<file path="src/design/ebd_pkg.sv">
// Shared types and constants of the energy beat detector.
// No dependencies; imported by every module of the block.
`timescale 1ns / 1ps

package ebd_pkg;

   localparam int SAMPLE_BITS = 16;
   localparam int MAG_BITS    = SAMPLE_BITS + 1;
   localparam int ACC_BITS    = 25;
   localparam int CNT_BITS    = 16;
   localparam int CSR_ADDR_BITS = 3;
   localparam int CSR_DATA_BITS = 32;

   localparam logic [ACC_BITS-1:0] MIN_ENERGY_RESET = ACC_BITS'(2359296);
   localparam logic [ACC_BITS-1:0] ACC_MAX = {ACC_BITS{1'b1}};
   localparam logic [CNT_BITS-1:0] CNT_MAX = {CNT_BITS{1'b1}};

   localparam logic [CSR_ADDR_BITS-1:0] CSR_MIN_ENERGY = CSR_ADDR_BITS'(0);

   typedef logic signed [SAMPLE_BITS-1:0] sample_type;
   typedef logic [ACC_BITS-1:0]           acc_type;

   typedef struct packed {
      logic    valid;
      acc_type left_sum;
      acc_type right_sum;
   } frame_type;

endpackage

</file>
<file path="src/design/energy_beat_detector_core.sv">
// Top level of the energy beat detector: two channel lanes, merge stage, CSR.
// Depends on ebd_pkg, ebd_lane and ebd_peak.
//
//   channel  direction  transaction
//   req_     in         one stereo sample pair with frame end mark
//   rsp_     out        beat flag and frame energy, one per frame end
//   csr_     in/out     APB access to min_energy at byte address 0
//
// One sample pair is taken every cycle while req_ready is high; a frame end result
// reaches rsp_ through the lane registers, which hold the frame sums, and then the
// merge stage, which registers the result.
// Reset is synchronous and clears running sums, peaks and min_energy to its default, not the frame sums.
// A stalled result holds the merge stage; req_ready drops only while both the
// stage and the result register are full and rsp_ready is low.
`timescale 1ns / 1ps

module energy_beat_detector_core (
   input  logic                               clock,
   input  logic                               reset,
   input  logic                               req_valid,
   output logic                               req_ready,
   input  ebd_pkg::sample_type                req_left_sample,
   input  ebd_pkg::sample_type                req_right_sample,
   input  logic                               req_frame_end,
   output logic                               rsp_valid,
   input  logic                               rsp_ready,
   output logic                               rsp_is_beat,
   output ebd_pkg::acc_type                   rsp_frame_energy,
   input  logic                               csr_psel,
   input  logic                               csr_penable,
   input  logic                               csr_pwrite,
   input  logic [ebd_pkg::CSR_ADDR_BITS-1:0]  csr_paddr,
   input  logic [ebd_pkg::CSR_DATA_BITS-1:0]  csr_pwdata,
   output logic [ebd_pkg::CSR_DATA_BITS-1:0]  csr_prdata,
   output logic                               csr_pready
);
   import ebd_pkg::*;

   logic      take;
   logic      out_free;
   logic      stage_valid_ff, stage_valid_in;
   frame_type frame;
   acc_type   left_frame_sum, right_frame_sum;
   acc_type   min_energy_ff, min_energy_in;
   logic      csr_hit;

   assign req_ready = !stage_valid_ff || out_free;
   assign take      = req_valid && req_ready;

   always_comb begin
      stage_valid_in = stage_valid_ff && !out_free;
      if (take && req_frame_end) begin
         stage_valid_in = 1'b1;
      end
   end

   assign csr_hit    = (csr_paddr[CSR_ADDR_BITS-1:2] == CSR_MIN_ENERGY[CSR_ADDR_BITS-1:2]);
   assign csr_pready = 1'b1;
   assign csr_prdata = csr_hit ? CSR_DATA_BITS'(min_energy_ff) : '0;

   always_comb begin
      min_energy_in = min_energy_ff;
      if (csr_psel && csr_penable && csr_pwrite && csr_hit) begin
         min_energy_in = csr_pwdata[ACC_BITS-1:0];
      end
   end

   always_ff @(posedge clock) begin
      if (reset) begin
         stage_valid_ff <= 1'b0;
         min_energy_ff  <= MIN_ENERGY_RESET;
      end else begin
         stage_valid_ff <= stage_valid_in;
         min_energy_ff  <= min_energy_in;
      end
   end

   ebd_lane u_left_lane (
      .clock     (clock),
      .reset     (reset),
      .take      (take),
      .last      (req_frame_end),
      .sample    (req_left_sample),
      .frame_sum (left_frame_sum)
   );

   ebd_lane u_right_lane (
      .clock     (clock),
      .reset     (reset),
      .take      (take),
      .last      (req_frame_end),
      .sample    (req_right_sample),
      .frame_sum (right_frame_sum)
   );

   assign frame.valid     = stage_valid_ff;
   assign frame.left_sum  = left_frame_sum;
   assign frame.right_sum = right_frame_sum;

   ebd_peak u_peak (
      .clock            (clock),
      .reset            (reset),
      .frame            (frame),
      .min_energy       (min_energy_ff),
      .out_free         (out_free),
      .rsp_valid        (rsp_valid),
      .rsp_ready        (rsp_ready),
      .rsp_is_beat      (rsp_is_beat),
      .rsp_frame_energy (rsp_frame_energy)
   );

endmodule

</file>
<file path="src/design/ebd_lane.sv">
// One channel lane: sample magnitude and saturating frame accumulator.
// Depends on ebd_pkg.
`timescale 1ns / 1ps

module ebd_lane (
   input  logic               clock,
   input  logic               reset,
   input  logic               take,
   input  logic               last,
   input  ebd_pkg::sample_type sample,
   output ebd_pkg::acc_type   frame_sum
);
   import ebd_pkg::*;

   logic signed [MAG_BITS-1:0] sample_ext;
   logic [MAG_BITS-1:0]        magnitude;
   logic [ACC_BITS:0]          sum_wide;
   acc_type                    sum_sat;
   acc_type                    acc_ff, acc_in;
   acc_type                    frame_sum_ff, frame_sum_in;

   assign sample_ext = MAG_BITS'(sample);
   assign magnitude  = sample[SAMPLE_BITS-1] ? MAG_BITS'(-sample_ext) : MAG_BITS'(sample_ext);
   assign sum_wide   = {1'b0, acc_ff} + (ACC_BITS+1)'(magnitude);
   assign sum_sat    = sum_wide[ACC_BITS] ? ACC_MAX : sum_wide[ACC_BITS-1:0];

   always_comb begin
      acc_in       = acc_ff;
      frame_sum_in = frame_sum_ff;
      if (take) begin
         if (last) begin
            acc_in       = '0;
            frame_sum_in = sum_sat;
         end else begin
            acc_in = sum_sat;
         end
      end
   end

   always_ff @(posedge clock) begin
      if (reset) begin
         acc_ff <= '0;
      end else begin
         acc_ff <= acc_in;
      end
      frame_sum_ff <= frame_sum_in;
   end

   assign frame_sum = frame_sum_ff;

endmodule

</file>
<file path="src/design/ebd_peak.sv">
// Merge stage: larger lane energy, peak tracking, beat decision, result register.
// Depends on ebd_pkg.
`timescale 1ns / 1ps

module ebd_peak (
   input  logic               clock,
   input  logic               reset,
   input  ebd_pkg::frame_type frame,
   input  ebd_pkg::acc_type   min_energy,
   output logic               out_free,
   output logic               rsp_valid,
   input  logic               rsp_ready,
   output logic               rsp_is_beat,
   output ebd_pkg::acc_type   rsp_frame_energy
);
   import ebd_pkg::*;

   logic                take;
   acc_type             energy;
   logic [32:0]         mix;
   acc_type             slow_mix;
   logic [30:0]         thr_prod;
   logic [ACC_BITS:0]   threshold;
   logic                beat;
   logic [ACC_BITS:0]   pair_sum;
   logic [28:0]         decay_prod;

   acc_type             slow_ff, slow_in;
   acc_type             decay_ff, decay_in;
   acc_type             last_beat_ff, last_beat_in;
   logic [CNT_BITS-1:0] since_ff, since_in;
   logic                valid_ff, valid_in;
   logic                beat_ff, beat_in;
   acc_type             energy_ff, energy_in;

   assign out_free = !valid_ff || rsp_ready;
   assign take     = frame.valid && out_free;

   assign energy     = (frame.left_sum > frame.right_sum) ? frame.left_sum : frame.right_sum;
   assign mix        = 33'(slow_ff) * 33'(125) + 33'(decay_ff) * 33'(3);
   assign slow_mix   = mix[31:7];
   assign thr_prod   = 31'(slow_mix) * 31'(34);
   assign threshold  = thr_prod[30:5];
   assign beat       = ({1'b0, energy} >= threshold) && (energy > min_energy);
   assign pair_sum   = {1'b0, energy} + {1'b0, last_beat_ff};
   assign decay_prod = 29'(decay_ff) * 29'(14);

   always_comb begin
      slow_in      = slow_ff;
      decay_in     = decay_ff;
      last_beat_in = last_beat_ff;
      since_in     = since_ff;
      beat_in      = beat_ff;
      energy_in    = energy_ff;
      valid_in     = valid_ff && !rsp_ready;
      if (take) begin
         valid_in  = 1'b1;
         beat_in   = beat;
         energy_in = energy;
         slow_in   = slow_mix;
         since_in  = (since_ff == CNT_MAX) ? since_ff : since_ff + 1'b1;
         if (beat) begin
            since_in     = '0;
            slow_in      = pair_sum[ACC_BITS:1];
            last_beat_in = energy;
         end else if (energy > decay_ff) begin
            decay_in = energy;
         end else begin
            decay_in = decay_prod[28:4];
         end
      end
   end

   always_ff @(posedge clock) begin
      if (reset) begin
         slow_ff      <= '0;
         decay_ff     <= '0;
         last_beat_ff <= '0;
         since_ff     <= '0;
         valid_ff     <= 1'b0;
      end else begin
         slow_ff      <= slow_in;
         decay_ff     <= decay_in;
         last_beat_ff <= last_beat_in;
         since_ff     <= since_in;
         valid_ff     <= valid_in;
      end
      beat_ff   <= beat_in;
      energy_ff <= energy_in;
   end

   assign rsp_valid        = valid_ff;
   assign rsp_is_beat      = beat_ff;
   assign rsp_frame_energy = energy_ff;

endmodule

</file>
<file path="config.mk">
export PLATFORM = sky130hd
export DESIGN_NAME = energy_beat_detector_core
export DESIGN_NICKNAME = d
export VERILOG_FILES = /design/src/design/ebd_pkg.sv /design/src/design/energy_beat_detector_core.sv /design/src/design/ebd_lane.sv /design/src/design/ebd_peak.sv
export SDC_FILE = /design/constraint.sdc
export NUM_CORES = 1
export LEC_CHECK = 0
export BUFFER_PORTS_ARGS = -buffer_cell sky130_fd_sc_hd__buf_2
export CAP_MARGIN = 20
export CORE_UTILIZATION = 55
export CTS_BUF_LIST = sky130_fd_sc_hd__clkbuf_4 sky130_fd_sc_hd__clkbuf_8
export DETAILED_ROUTE_END_ITERATION = 7
export GPL_TIMING_DRIVEN = 0
export PLACE_DENSITY_LB_ADDON = 0.3
export SLEW_MARGIN = 10
export SYNTH_ARGS = -nofsm -noshare
export SYNTH_HDL_FRONTEND = slang
export SYNTH_SLANG_ARGS = --single-unit
</file>
<file path="constraint.sdc">
create_clock -name clock -period 28.6 [get_ports clock]
set_input_delay 1.43 -clock clock [delete_from_list [all_inputs] [get_ports clock]]
set_output_delay 1.43 -clock clock [all_outputs]
set_load 0.05 [all_outputs]
</file>
==> results of run 1 <==
## kinds of logic after synthesis
family                     after synthesis  share of synthesized area
AOI/OAI and AO/OA                      615                      0.182
buffers and inverters                  395                     0.0682
DFF                                    228                      0.235
other                                    2                   0.000331
and+or+nand+nor                        652                      0.137
xor gates and xnor gates               128                     0.0494
adders and majority gates              469                      0.314
muxes                                   30                     0.0142
## state kept, by name, summed over array words and instances, names as in the netlist
name                     flops
u_peak.rsp_valid             1
u_left_lane.frame_sum       25
u_peak.slow_ff              25
u_peak.rsp_frame_energy     25
u_peak.rsp_is_beat           1
u_peak.last_beat_ff         25
stage_valid_ff               1
u_right_lane.frame_sum      25
min_energy_ff               25
u_peak.decay_ff             25
u_left_lane.acc_ff          25
u_right_lane.acc_ff         25
## path summary, 6_finish.rpt
| check | start | endpoint | slack (ns) | depth (start not counted) |
|---|---|---|---|---|
| max | u_peak.decay_ff[7] | u_peak.slow_ff[12] | 17.46 | 37 |
| min | min_energy_ff[24] | min_energy_ff[24] | 0.46 | 2 |
| max reg2reg | u_peak.decay_ff[7] | u_peak.slow_ff[12] | 17.46 | 37 |
| min reg2reg | min_energy_ff[24] | min_energy_ff[24] | 0.46 | 2 |
## placed cells by master, fill, tap and decap left out, types with 44 or more instances in the layout
cell type	n
edfxtp_1	76
buf_2	126
a21o_1	59
nor2_1	168
o21ai_0	104
dfxtp_1	152
clkbuf_8	44
a21oi_1	175
xnor2_1	85
inv_1	316
fa_1	167
clkbuf_1	53
nor3_1	80
nand2_1	196
ha_1	302
## power breakdown
group	internal [mW]	leakage, nW	switching [mW]
sequential	0.356	1.96	0.0226
clock	0.167	0.438	0.145
combinational	0.639	9.32	0.914
total	1.16	11.7	1.08
## synthesized netlist by cell type, types with 6 or more instances
cell      number  area share
inv_1        317       0.052
mux2i_1       12      0.0053
nand4_1       26      0.0072
or4_1          6      0.0020
nor4_1         7      0.0019
and2_1         6      0.0017
a311oi_1      24      0.0093
nand2b_1      31      0.0085
a31oi_1       24      0.0066
buf_4         10      0.0033
xor2_1        43       0.017
nand3_1       38      0.0084
and3_1        22      0.0061
o211ai_1      12      0.0040
mux2_2        18      0.0089
fa_1         167        0.15
nor2_1       168       0.028
a31o_2         7      0.0027
or3_1         16      0.0044
nor3_1        80       0.018
and4_1         9      0.0035
o21a_1        36       0.012
o31ai_1       18      0.0060
a21o_1        59       0.020
edfxtp_1      76        0.10
or2_2         14      0.0039
a22o_1        41       0.016
o21ai_0      105       0.023
nand2_1      196       0.032
o21bai_1      11      0.0036
a211oi_1      34       0.011
nor2b_1       20      0.0055
ha_1         302        0.17
a21oi_1      175       0.039
buf_2          9      0.0020
clkbuf_1      54      0.0089
xnor2_1       85       0.033
dfxtp_1      152        0.13
## stage by stage
step,util,worst slack (ns),hold slack (ns)
final,0.610,17.46,0.456
after global routing,0.610,16.69,0.469
after CTS,0.610,17.56,0.455
after detailed placement,0.590,17.60,0.446
after global placement,0.588,17.75,0.443
after floorplan,-,19.60,0.436
## per-layer routing
layer  up-vias  track usage
li1       9180            -
met1      9317        0.382
met2       641        0.542
met3       196       0.0318
met4         0        0.147
met5         -            0
## worst register-to-register path: cells and delay by family (launching register included)
kind | cells | cell delay (ns)
compound gates | 17 | 4.88
xor+xnor | 2 | 0.57
fa+ha+maj | 8 | 3.25
buf+inv | 5 | 0.81
flops | 1 | 0.51
simple gates | 5 | 1.02
## layout make-up
cell class / instances / area share
clock buffers: 54 / 0.0274
inverters: 319 / 0.0482
clock inverters: 21 / 0.00589
flip-flops and latches: 228 / 0.214
well taps: 532 / 0.0268
plain buffers: 76 / 0.0141
repair buffers: 120 / 0.0258
multi-input cells: 1904 / 0.638
==> impl_metrics.yaml, run 1 <==
grt:
  grt_max_degree: 35
  track_usage: 0.310
  grt_pass1_wl_mm: 101
  grt_pass1_vias: 19300
  overflow: 0
  grt_antenna_before_repair: 0
drt:
  vias_per_cell: 5.94
  first_iter_violations: 1399
  drt-total-wl_mm: 64.1
  ant_nets: 0
  vias: 19300
  drtPass1Iterations: 5
  drc: 0
  dr_wl_met2_mm: 31.2
  top_layer: "met4"
  wire_per_inst_um: 19.7
  wl_met3_mm: 3.62
  met1_length_mm: 25.9
logic_synthesis:
  ys_types: 85
  synthesis.area_um2: 22700
  synthFlopType: "dfxtp_1"
  synth-seq-cells: 228
  postSynthAreaPerCell_um2: 9.01
  synth_edf_count: 76
  yosysSeqAreaShare: 0.235
  netlist_instances: 2519
  yosysWarnings: 0
  async_reset_ff_frac: 0
worst_setup_path:
  path_class: "reg -> reg"
  slowest_delay_ns: 0.80
  slowest_stage: "a2111oi_0"
  cp.buffers_inverters: 5
  cp.required_ns: 29.08
  crit_family: "compound AO/OA/AOI/OAI gates"
  critPathMaxFanout: 10
  startpoint_type: "flop"
  critPathCaptureType: "flop"
  cp.arrival_ns: 11.62
timing:
  relSlewSlack: 0.210
  setup-violations-final: 0
  finalCriticalPeriod_ns: 11.14
  final.setup_skew_ns: 0.0450
  report.final.hold_viol_count: 0
  worst_pin_slew_ns: 1.18
  fin_crit_sh: 0.389
  clock.fmax_mhz: 89.8
  drv_slew: 0
  rsz0062_at_grt: "no"
  setup_tns_ns: 0
cts:
  clock_path_buffers: 3
  cts_setup_buffers: 0
  root_buffer: "clkbuf_8"
  cts.clk_slew.worst_paths_ns: 0.06
  ctsResizeCount: 0
  cts_hold_buf: 0
  cts_tree: "built"
  cts_sinks: 228
  clk_latency_ns: 0.60
  numCtsBuffers: 41
  h-tree-depth: 2
cells_and_area:
  multi_input_comb_area_um2: 15800
  layout-drive-gt1-share: 0.100
  final_cells: 3254
  syn_to_final_growth_pct: 9.54
  nets: 3234
  fill_cells: 3515
  n_antenna_cell: 0
  register_area_um2: 5330
  final_area_um2: 24900
place:
  place_congestion: 0.975
  placed_cells: 3179
  placed_area_um2: 24000
  portBuffers: 117
  hpwlAfterDp_mm: 51.8
pwr:
  power_density_nw_per_um2: 90.3
  max-vdd-ir-drop_v: 0.0000791
  p_total_mw: 2.24
  leakagePower_nw: 11.7
job:
  maxCapViolCount: 0
die:
  start_util: 0.557
  die_w_um: 205
  io_pins: 136
  coreArea_um2: 40700
  die_y_um: 205
  die-area_um2: 42100
  num_rows: 74
outcome:
  outcome: "completed"
min_path:
  hold_path_class: "reg -> reg"
Note: power is estimated with default switching activity, not from simulation.
==> run 2, diff against run 1 <==
ABC_AREA = 1   (was not set)
clock period = 10.5 ns   (was 28.6 ns; I/O delays follow)
==> impl_metrics.yaml, run 2 <==
grt:
  grt_max_degree: 34
  grt_antenna_before_repair: 1
  grt.met3_usage: 0.0477
  grtUsageMet2: 0.552
  grt_use_met1: 0.390
  busiest_layer: "met2"
  track_usage: 0.321
  overflow: 0
  grt_pass1_wl_mm: 112
  grt_pass1_vias: 21800
place:
  place_congestion: 0.967
  portBuffers: 115
  hpwlAfterDp_mm: 57.2
drt:
  drc: 0
  drt-total-wl_mm: 69.5
  wire_per_inst_um: 18.0
  drtPass1Iterations: 6
  vias_per_cell: 5.64
  first_iter_violations: 1545
  ant_nets: 0
  vias: 21800
cts:
  cts_sinks: 228
  cts.clk_slew.worst_paths_ns: 0.06
  clock_path_buffers: 3
  numCtsBuffers: 43
  h-tree-depth: 2
  ctsResizeCount: 0
  cts_setup_buffers: 0
  root_buffer: "clkbuf_8"
  cts_hold_buf: 0
  clk_latency_ns: 0.61
  cts_tree: "built"
die:
  die-area_um2: 44000
  die_w_um: 210
  start_util: 0.563
  num_rows: 75
  die_y_um: 210
  coreArea_um2: 42200
  io_pins: 136
timing:
  rsz0062_at_grt: "no"
  final.setup_skew_ns: 0.0513
  drv_slew: 0
  whs_ns: 0.179
  report.final.hold_viol_count: 0
  finalCriticalPeriod_ns: 9.23
  setup-violations-final: 0
  worst_pin_slew_ns: 1.28
  setup_tns_ns: 0
  clock.fmax_mhz: 108
  fin_crit_sh: 0.879
  relSlewSlack: 0.150
worst_setup_path:
  cp.arrival_ns: 9.76
  crit_family: "adder cells"
  crit_top_cell: "nand2_1"
  cp.buffers_inverters: 7
  critPathCaptureType: "flop"
  critPathMaxFanout: 10
  path_class: "reg -> reg"
  slowest_stage: "dfxtp_1"
  slowest_delay_ns: 0.56
  startpoint_type: "flop"
  cp.required_ns: 11.03
logic_synthesis:
  yosysWarnings: 0
  synth-seq-cells: 228
  async_reset_ff_frac: 0
  postSynthAreaPerCell_um2: 7.63
  yosysSeqAreaShare: 0.224
  ys_types: 56
  synthesis.area_um2: 23800
  synth_edf_count: 76
  synthFlopType: "dfxtp_1"
  synth_most_common_cell: "nand2_1"
  synthTopCellsByArea: "ha_1 16%, fa_1 14%, dfxtp_1 13%"
  netlist_instances: 3115
  synth_area_leader_cell: "ha_1"
  ys_top_cells_by_count: "682 x nand2_1, 473 x inv_1, 314 x a21oi_1, 302 x ha_1, 213 x nor2_1"
  synthDominantCellAreaShare: 0.159
cells_and_area:
  final_cell_mix: "682 x nand2_1, 473 x inv_1, 305 x a21oi_1"
  layout-drive-gt1-share: 0.0892
  syn_to_final_growth_pct: 10.1
  layout_commonest_cell: "nand2_1"
  nets: 3841
  n_antenna_cell: 0
  fin_util: 0.619
pwr:
  leakagePower_nw: 13.0
  max-vdd-ir-drop_v: 0.000260
  power_density_nw_per_um2: 195
outcome:
  outcome: "completed"
min_path:
  hold_path_class: "in -> reg"
job:
  maxCapViolCount: 0
==> run 2: cell types whose count changed in the layout (fill, tap and decap cells not counted), moves of 52 or more <==
cell	previous run	this run
nand3_1	38	134
nor3_1	80	28
a21oi_1	175	305
nand2_1	196	682
inv_1	316	473
o21ai_0	104	162
==> run 2: worst reg2reg max path: cells and delay by family (launching register included) <==
kind	cells	cell delay, ns
buffers and inverters	7	0.76
adder cells (fa/ha/maj)	9	3.71
XOR/XNOR	2	0.60
AND/OR/NAND/NOR	28	2.54
flip-flops	1	0.56
AO/OA/AOI/OAI	4	1.00
==> run 2: cell families after synthesis <==
group / after synthesis / synth area share
AOI/OAI and AO/OA: 579 / 0.132
buffers and inverters: 554 / 0.0918
DFF: 228 / 0.224
other: 2 / 0.000316
adders and majority gates: 469 / 0.300
and+or+nand+nor: 1155 / 0.204
xor gates and xnor gates: 128 / 0.0472
==> run 2: routing by layer <==
layer / vias to the layer above / part of all wire
met1: 10300 / 0.40
met5: - / 0
met4: 0 / 0.058
li1: 10600 / -
met2: 777 / 0.48
met3: 229 / 0.063
==> run 2: final cells by class <==
| type | instances | area [um2] |
|---|---|---|
| multi-input combinational | 2341 | 16300 |
| inverter | 483 | 1820 |
| sequential | 228 | 5330 |
| clock inverter | 22 | 221 |
| timing repair buffer | 129 | 712 |
| buffer | 71 | 367 |
| fill | 3783 | 16100 |
| tap | 539 | 674 |
| clock buffer | 56 | 721 |
==> run 2: path summary, 6_finish.rpt <==
| check | slack (ns) | cells past startpoint | start | end |
|---|---|---|---|---|
| setup reg to reg | 1.27 | 50 | u_peak.decay_ff[6] | u_peak.slow_ff[15] |
| setup / recovery | 1.27 | 50 | u_peak.decay_ff[6] | u_peak.slow_ff[15] |
| hold / removal | 0.18 | 3 | csr_pwdata[21] | min_energy_ff[21] |
| hold reg to reg | 0.47 | 2 | u_peak.last_beat_ff[13] | u_peak.last_beat_ff[13] |
==> run 2: through the flow <==
step	instances	power [mW]	setup slack [ns]	instance area [um2]
after floorplan	3123	3.35	2.83	23800
after global placement	3777	4.00	1.51	25000
after detailed placement	3789	4.10	1.43	25200
after CTS	3867	5.08	1.39	26100
after global routing	3869	5.58	0.719	26200
final	3869	5.11	1.27	26200
==> run 2: where the power goes <==
part	switching, mW	internal, mW	total [mW]	leakage [nW]
Sequential	0.0511	0.974	1.02	1.94
Combinational	1.95	1.17	3.11	10.6
Clock	0.414	0.552	0.965	0.497
